<file path="src/sv/rmp_pkg.sv">
// ----------------------------------------------------------------------------
// rmp_pkg
// Shared types and constants of the region mosaic pixelate unit.
// ----------------------------------------------------------------------------
`default_nettype none

package rmp_pkg;

    localparam int PIXEL_W  = 32;
    localparam int POS_W    = 10;
    localparam int SIZE_W   = 11;
    localparam int CFG_IDX_W = 3;
    localparam int CFG_W    = 11;
    localparam int DIV_W    = 11;
    localparam int DIV_CNT_W = $clog2(DIV_W + 1);

    localparam logic [CFG_IDX_W-1:0] CFG_IMAGE_WIDTH = 3'd0;
    localparam logic [CFG_IDX_W-1:0] CFG_REGION_X    = 3'd1;
    localparam logic [CFG_IDX_W-1:0] CFG_REGION_Y    = 3'd2;
    localparam logic [CFG_IDX_W-1:0] CFG_REGION_W    = 3'd3;
    localparam logic [CFG_IDX_W-1:0] CFG_REGION_H    = 3'd4;
    localparam logic [CFG_IDX_W-1:0] CFG_BLOCK_COUNT = 3'd5;

    typedef struct packed {
        logic [PIXEL_W-1:0] pixel_in;
        logic               frame_start;
    } t_pix_in;

    typedef struct packed {
        logic [PIXEL_W-1:0] pixel_out;
        logic               in_mosaic;
    } t_pix_out;

    typedef struct packed {
        logic             start;
        logic [DIV_W-1:0] dividend;
        logic [DIV_W-1:0] divisor;
    } t_div_req;

    typedef struct packed {
        logic             done;
        logic [DIV_W-1:0] quotient;
        logic [DIV_W-1:0] remainder;
    } t_div_rsp;

endpackage

`default_nettype wire

</file>
<file path="src/sv/rmp_div.sv">
// ----------------------------------------------------------------------------
// rmp_div
// Restoring divider, one quotient bit per cycle.
// ----------------------------------------------------------------------------
`default_nettype none

module rmp_div import rmp_pkg::*; (
    input  wire logic     i_clk,
    input  wire logic     i_rst_n,
    input  wire t_div_req i_req,
    output t_div_rsp      o_rsp
);

    logic                 r_busy;
    logic                 r_done;
    logic [DIV_CNT_W-1:0] r_cnt;
    logic [DIV_W-1:0]     r_rem;
    logic [DIV_W-1:0]     r_quo;
    logic [DIV_W-1:0]     r_div;

    logic [DIV_W:0]       w_shift;
    logic [DIV_W:0]       w_diff;
    logic                 w_fit;

    always_comb begin
        w_shift = {r_rem, r_quo[DIV_W-1]};
        w_diff  = w_shift - {1'b0, r_div};
        w_fit   = w_shift >= {1'b0, r_div};
    end

    always_ff @(posedge i_clk) begin
        if (!i_rst_n) begin
            r_busy <= 1'b0;
            r_done <= 1'b0;
            r_cnt  <= '0;
        end else if (i_req.start) begin
            r_busy <= 1'b1;
            r_done <= 1'b0;
            r_cnt  <= DIV_CNT_W'(DIV_W);
        end else if (r_busy) begin
            r_cnt <= r_cnt - 1'b1;
            if (r_cnt == DIV_CNT_W'(1)) begin
                r_busy <= 1'b0;
                r_done <= 1'b1;
            end
        end else begin
            r_done <= 1'b0;
        end
    end

    always_ff @(posedge i_clk) begin
        if (i_req.start) begin
            r_rem <= '0;
            r_quo <= i_req.dividend;
            r_div <= i_req.divisor;
        end else if (r_busy) begin
            r_rem <= w_fit ? w_diff[DIV_W-1:0] : w_shift[DIV_W-1:0];
            r_quo <= {r_quo[DIV_W-2:0], w_fit};
        end
    end

    assign o_rsp.done      = r_done;
    assign o_rsp.quotient  = r_quo;
    assign o_rsp.remainder = r_rem;

endmodule

`default_nettype wire

</file>
<file path="config.mk">
export PLATFORM = sky130hd
export DESIGN_NAME = rmp_div
export DESIGN_NICKNAME = d
export VERILOG_FILES = /design/src/sv/rmp_pkg.sv /design/src/sv/rmp_div.sv
export SDC_FILE = /design/constraint.sdc
export NUM_CORES = 1
export LEC_CHECK = 0
export BUFFER_PORTS_ARGS = -buffer_cell sky130_fd_sc_hd__buf_2
export CORE_ASPECT_RATIO = 0.75
export CORE_MARGIN = 4
export CORE_UTILIZATION = 50
export DETAILED_ROUTE_END_ITERATION = 10
export PLACE_DENSITY = 0.75
export RECOVER_POWER = 25
export SLEW_MARGIN = 20
export SYNTH_ARGS = -nofsm -noshare
export SYNTH_HDL_FRONTEND = slang
export SYNTH_SLANG_ARGS = --single-unit
export TNS_END_PERCENT = 1
</file>
<file path="constraint.sdc">
create_clock -name i_clk -period 2.5 [get_ports i_clk]
set_input_delay 0.375 -clock i_clk [delete_from_list [all_inputs] [get_ports i_clk]]
set_output_delay 0.375 -clock i_clk [all_outputs]
set_load 0.01 [all_outputs]
</file>
==> key figures, run 1 <==
Floorplanning
  • Die span in y: 63.60 um
  • Die area: 5223 sq um
  • Rows: 19
  • Die X: 82.13 um
  • Initial Util: 0.5418
  • Core area: 3804 sq um
  • IO Count: 48

Synth
  • Predominant post-synthesis flop cell: edfxtp_1
  • Syn nets: 228
  • Ys Warns: 0
  • Biggest area consumer among synthesized cells: edfxtp_1
  • Seq/Total Area, Yosys: 0.4857
  • Area share of and/or/nand/nor cells after synthesis: 0.1032
  • Ys async rst share: 0
  • Main combinational cell family by area after synthesis: compound AO/OA/AOI/OAI gates
  • Mean area per synthesized cell: 10.90 sq um
  • Post-synth top cells: edfxtp_1, dfxtp_1, inv_1
  • Post-synth top area share: 0.3206
  • Synth cell types: 40
  • Post-synthesis adder-cell area fraction: 0.08865
  • Synthesized instance count: 189
  • Area of the mapped netlist: 2061 sq um
  • Most area-consuming cells after synthesis: edfxtp_1, dfxtp_1, ha_1
  • Post-synth EDFFs: 22
  • Xor and xnor area share after synthesis: 0.03825
  • Post-synthesis compound-gate area fraction: 0.1718
  • #FFs+latches synth: 39
  • Most frequent cell after synthesis: edfxtp_1
  • Post-synthesis mux area share: 0.06497

Route
  • Residual DRC: 0
  • Routed Antenna Nets: 0
  • Number of DRC markers in iteration 0: 117
  • Vias: 1653
  • WL per Instance: about 16 um
  • DRT Wirelength: ~4800 um
  • Vias per cell: 5.566
  • DRT Pass-1 Iters: 4

Critical path
  • R2R Path End: r_rem[0]
  • Crit path kind: reg -> reg
  • WP data arrival: 2.65 ns
  • Max Fanout on Critical Path: 3
  • Worst setup EP type: flop
  • R2R cell count: 9
  • CP Capture Point: r_rem[0]
  • Critical Path RT: about 2.7 ns
  • Critical R2R Launch: r_quo[10]
  • CP startpoint: r_quo[10]
  • Critical path launch point type: flop
  • R2R setup slack: between 0.07 and 0.08 ns

Pwr
  • Power Density: between 600 and 700 nW/um^2
  • Peak VDD IR: around 0.51 mV
  • Leakage: 1.099 nW

Job
  • Max Cap Viol: 0

Clock tree
  • CTS tree: built
  • Hold-fix buffers, CTS: 0
  • Clk slew on worst S/H paths: ~0.08 ns
  • Clock sink count: 39
  • H-tree levels: 2
  • Cts bufs inserted: 5
  • Clock root buffer master: clkbuf_8
  • Clk buf depth: 2
  • Worst-Skew Late Latency: 0.30 ns

Place
  • Instance area after placement: between 2000 and 2500 sq um
  • Pre-CTS setup slack: 0.01891 ns
  • Placed insts: 285
  • DPL Wire Length: 3432 um
  • Final GP Congestion: 0.8289
  • PortBufs: 47

STA
  • Fin. max-slew vios: 0
  • Slew headroom: 0.07692
  • Worst Skew: 0.003813 ns
  • Fin worst setup slack: 0.07147 ns
  • Slew @ Worst Pin: 1.385 ns
  • TNS Setup: 0 ns
  • Final Hold Violating Endpoints: 0
  • Final setup viols: 0
  • Fmax: 0.4118 GHz
  • Final min period: between 2 and 2.5 ns
  • Period utilization: 0.9714

Status
  • Status: finished clean

Cells and area
  • Layout Utilization: 0.6658
  • Area growth syn-to-layout: 22.89%
  • Post-route cell area: 2532 sq um
  • Layout cell share with drive strength beyond 1: 0.3306
  • Antenna diodes: 0
  • Final Non-Filler Cells: ~300
  • Nets: around 280

GRT
  • Number of global-route vias before repair: between 1500 and 2000
  • First-pass GRT wire length: 7672 um
  • Grt ovf: 0
  • Antenna violations before repair: 0
  • Gr usage total: 0.1944
  • Largest net degree at the start of global routing: 27

Hold path
  • HP Class: in -> reg
-- metal layers --
layer,track usage,up-vias,part of all wire
met3,0.04986,7,0.057
met2,0.2863,61,0.46
met5,0,-,0
met4,0.06846,0,0.014
met1,0.2738,783,0.47
li1,-,802,-
-- cell families (layout without fill, tap and decap cells) --
logic type | Yosys count | after routing
adders and majority gates | 14 | 14
muxes | 12 | 12
buffers and inverters | 23 | 79
xor gates and xnor gates | 9 | 9
DFF | 39 | 39
AOI/OAI and AO/OA | 50 | 50
and+or+nand+nor | 42 | 42
-- worst min path at each step --
stage                   start         to  slack (ns)  depth (start not counted)
floorplan              r_done     r_done        0.45                          2
global placement       r_done     r_done        0.47                          2
detailed placement     r_done     r_done        0.51                          2
CTS                 i_req[10]  r_div[10]        0.24                          1
global route        i_req[10]  r_div[10]        0.24                          1
finish              i_req[10]  r_div[10]        0.24                          1
-- flip-flops by register name, summed over array words and instances, names as in the netlist --
| signal | flops |
|---|---|
| r_done | 1 |
| r_rem | 11 |
| r_busy | 1 |
| r_cnt | 4 |
| r_quo | 11 |
| r_div | 11 |
-- repair_timing --
action                                  in CTS  in global routing
endpoints found under the setup margin       1                  8
hold endpoints to repair                     0                  0
pin swaps                                    1                  5
setup buffers                                1                  3
gates resized for setup                      1                  8
cloned                                       0                  0
-- where the power goes --
part / internal, mW / leakage [nW] / switching (mW)
combinational: 0.145 / 0.684 / 0.175
clock: 0.257 / 0.0563 / 0.237
sequential: 0.733 / 0.358 / 0.0308
total: 1.13 / 1.10 / 0.443
-- cell type report --
cell class	count	area, sq um
Fill cell	311	1271
Multi-Input combinational cell	127	1008
Sequential cell	39	1001
Timing Repair Buffer	55	290.3
Clock buffer	6	93.84
Tap cell	52	65.06
Inverter	16	60.06
Clock inverter	2	13.76
-- critical path, stage by stage (launching register included) --
cell and delay, ns:
edfxtp_1 0.43, inv_2 0.11, ha_4 0.14, fa_2 0.21, and2b_1 0.21, o31a_4 0.36
o21ai_4 0.19, a21o_4 0.16, mux2_2 0.34, a211oi_2 0.20
-- placed cells by master, fill, tap and decap left out, types with 6 or more instances in the layout --
master and count:
a21oi_1 12, buf_2 46, buf_4 7, dfxtp_1 17
edfxtp_1 22, ha_1 12, inv_1 15, mux2_2 11
nand2_1 12, nor2_1 10, o21ai_0 9, xor2_1 6
-- per-stage QoR --
step           power (mW)  hold slack [ns]
6_report            1.578           0.2449
3_3_place_gp        1.058           0.4711
4_1_cts             1.560           0.2408
3_5_place_dp        1.067           0.5056
5_1_grt             1.648           0.2438
2_1_floorplan      0.9675           0.4528
Note: power is estimated with default switching activity, not from simulation.
==> inputs of run 2 (changes only) <==
RECOVER_POWER = unset   (was 25)
==> run 2 against run 1 <==
  * Highest routed layer unchanged
  * Clock power is essentially flat
  * Fmax is essentially flat
  * Hold slack lost 0.0014 ns
  * Critical endpoint unchanged
  * Largest cell class unchanged
  * Clock-buffer cell count is the same
==> key figures, run 2 (synthesized netlist as in run 1, its figures left out) <==
Status
  • Status: finished clean (unchanged)

Floorplanning
  • Die X: 82.13 um (unchanged)
  • Rows: 19 (unchanged)
  • Core area: 3804 sq um (unchanged)
  • IO Count: 48 (unchanged)
  • Die span in y: 63.60 um (unchanged)
  • Initial Util: 0.5418 (unchanged)
  • Die area: 5223 sq um (unchanged)

Critical path
  • Cells along the critical path: inv_2 -> ha_4 -> fa_2 -> and2b_1 -> o31a_4 -> o21ai_4 -> a21o_4 -> mux2_2 -> a211oi_2 (unchanged)
  • Critical path's slowest cell: edfxtp_1 (unchanged)
  • Crit path kind: reg -> reg (unchanged)
  • Max stage delay on crit path: 0.43 ns (about the same)
  • R2R setup slack: 0.07 ns (about the same)
  • Critical R2R Launch: r_quo[10] (unchanged)
  • Worst setup EP type: flop (unchanged)
  • R2R cell count: 9 (unchanged)
  • R2R Path End: r_rem[0] (unchanged)
  • WP data arrival: 2.65 ns (about the same)
  • Critical Path RT: 2.73 ns (was 2.72 ns)
  • Critical path launch point type: flop (unchanged)
  • Max Fanout on Critical Path: 3 (unchanged)

Clock tree
  • Clk slew on worst S/H paths: 0.08 ns (about the same)
  • CTS tree: built (unchanged)
  • Clock sink count: 39 (unchanged)
  • Worst-Skew Late Latency: 0.30 ns (about the same)
  • Clock root buffer master: clkbuf_8 (unchanged)
  • Cts bufs inserted: 5 (unchanged)
  • H-tree levels: 2 (unchanged)
  • Clk buf depth: 2 (unchanged)

GRT
  • GR Layer Usage met3: 0.04986 (unchanged)
  • Most used routing layer: met2 (unchanged)
  • Number of global-route vias before repair: 1592 (unchanged)
  • Antenna violations before repair: 0 (unchanged)
  • GR Util met1: 0.2738 (unchanged)
  • Gr usage total: 0.1944 (unchanged)
  • Grt ovf: 0 (unchanged)
  • Met2 Usage GRT: 0.2863 (unchanged)
  • First-pass GRT wire length: 7672 um (unchanged)
  • Largest net degree at the start of global routing: 27 (unchanged)

Cells and area
  • Final Non-Filler Cells: 297 (unchanged)
  • Nets: 283 (unchanged)
  • Largest regs: r_div: 11 flops, r_quo: 11 flops, r_rem: 11 flops (unchanged)
  • Area growth syn-to-layout: 23.13% (was 22.89%)
  • Layout cell share with drive strength beyond 1: 0.3388 (was 0.3306)
  • Commonest non-fill, non-tap cell in the layout: buf_2 (unchanged)
  • Post-route cell area: 2537 sq um (was 2532 sq um)
  • Filler cells: 308 (was 311)
  • Layout Utilization: 0.6671 (was 0.6658)
  • Antenna diodes: 0 (unchanged)
  • Most frequent cells in the layout: buf_2, edfxtp_1, dfxtp_1 (unchanged)

Pwr
  • Peak VDD IR: 0.5064 mV (was 0.5055 mV)
  • Leakage: 1.105 nW (was 1.099 nW)
  • Power Density: 622.0 nW/um^2 (was 623.0 nW/um^2)

STA
  • Final min period: 2.426 ns (was 2.429 ns)
  • TNS Setup: 0 ns (unchanged)
  • Final Hold Violating Endpoints: 0 (unchanged)
  • Fin worst setup slack: 0.07378 ns (was 0.07147 ns)
  • Period utilization: 0.9705 (was 0.9714)
  • Fmax: 0.4122 GHz (was 0.4118 GHz)
  • Fin. max-slew vios: 0 (unchanged)
  • Final setup viols: 0 (unchanged)
  • Slew @ Worst Pin: 0.5177 ns (was 1.385 ns)
  • Slew headroom: 0.6500 (was 0.07692)
  • Worst Skew: 0.003909 ns (was 0.003813 ns)

Route
  • Routed Antenna Nets: 0 (unchanged)
  • DRT Wirelength: 4765 um (was 4790 um)
  • Number of DRC markers in iteration 0: 161 (was 117)
  • Residual DRC: 0 (unchanged)
  • WL per Instance: 16.04 um (was 16.13 um)
  • Vias: 1652 (was 1653)
  • Vias per cell: 5.562 (was 5.566)
  • DRT Pass-1 Iters: 4 (unchanged)

Place
  • Final GP Congestion: 0.8289 (unchanged)
  • Instance area after placement: 2354 sq um (unchanged)
  • DPL Wire Length: 3432 um (unchanged)
  • Placed insts: 285 (unchanged)
  • Pre-CTS setup slack: 0.01891 ns (unchanged)
  • PortBufs: 47 (unchanged)

Hold path
  • Hold Path End: r_div[10] (unchanged)
  • Hold Path Stages: 1 (unchanged)
  • Hold wc startpoint: i_req[10] (unchanged)
  • HP Class: in -> reg (unchanged)

Job
  • Max Cap Viol: 0 (unchanged)
## run 2: where the power goes
part	total, mW	switching, mW	internal [mW]
clock	0.495	0.238	0.257
combinational	0.320	0.174	0.146
sequential	0.763	0.0308	0.733
total	1.58	0.443	1.14
## run 2: layout make-up
cell class                 instances  area (sq um)  share of cell area
clock buffer                       6         93.84             0.03698
tap                               52         65.06             0.02564
sequential                        39          1001              0.3945
timing repair buffer              55         295.3              0.1164
inverter                          16         60.06             0.02367
clock inverter                     2         13.76            0.005424
multi-input combinational        127          1008              0.3974
## run 2: worst max-delay path by stage
stage / start / end / slack [ns] / cells past startpoint
global placement: r_quo[10] / r_rem[3] / 0.17 / 9
CTS: r_quo[10] / r_rem[3] / 0.008 / 9
detailed placement: r_quo[10] / r_rem[3] / 0.02 / 9
finish: r_quo[10] / r_rem[0] / 0.07 / 9
floorplan: r_quo[10] / r_rem[3] / 0.14 / 9
global route: r_quo[10] / r_rem[0] / -0.01 / 9
## run 2: timing repair
| item | 4_1_cts | 5_1_grt |
|---|---|---|
| pin swaps | 1 | 5 |
| gates resized for setup | 1 | 8 |
| hold endpoints to repair | 0 | 0 |
| setup endpoints to repair | 1 | 8 |
| hold buffers | 0 | 0 |
| buffers inserted | 1 | 3 |
| gates cloned | 0 | 0 |
## run 2: metal layers
metal	vias to the layer above	share of wire
met1	784	0.47
met5	-	0
met4	0	0.015
met3	9	0.064
li1	802	-
met2	57	0.45
## run 2: worst max-delay path, delay by kind of cell (launching register included)
family          cells  cell delay (ns)
buf+inv             1             0.11
compound gates      4             0.91
flops               1             0.43
simple gates        1             0.21
mux                 1             0.34
fa+ha+maj           2             0.34
## run 2: per-stage QoR
| step | total power [mW] | hold WS (ns) |
|---|---|---|
| floorplan | 0.9675 | 0.4528 |
| global placement | 1.058 | 0.4711 |
| detailed placement | 1.067 | 0.5056 |
| CTS | 1.560 | 0.2408 |
| global route | 1.648 | 0.2438 |
| finish | 1.578 | 0.2435 |
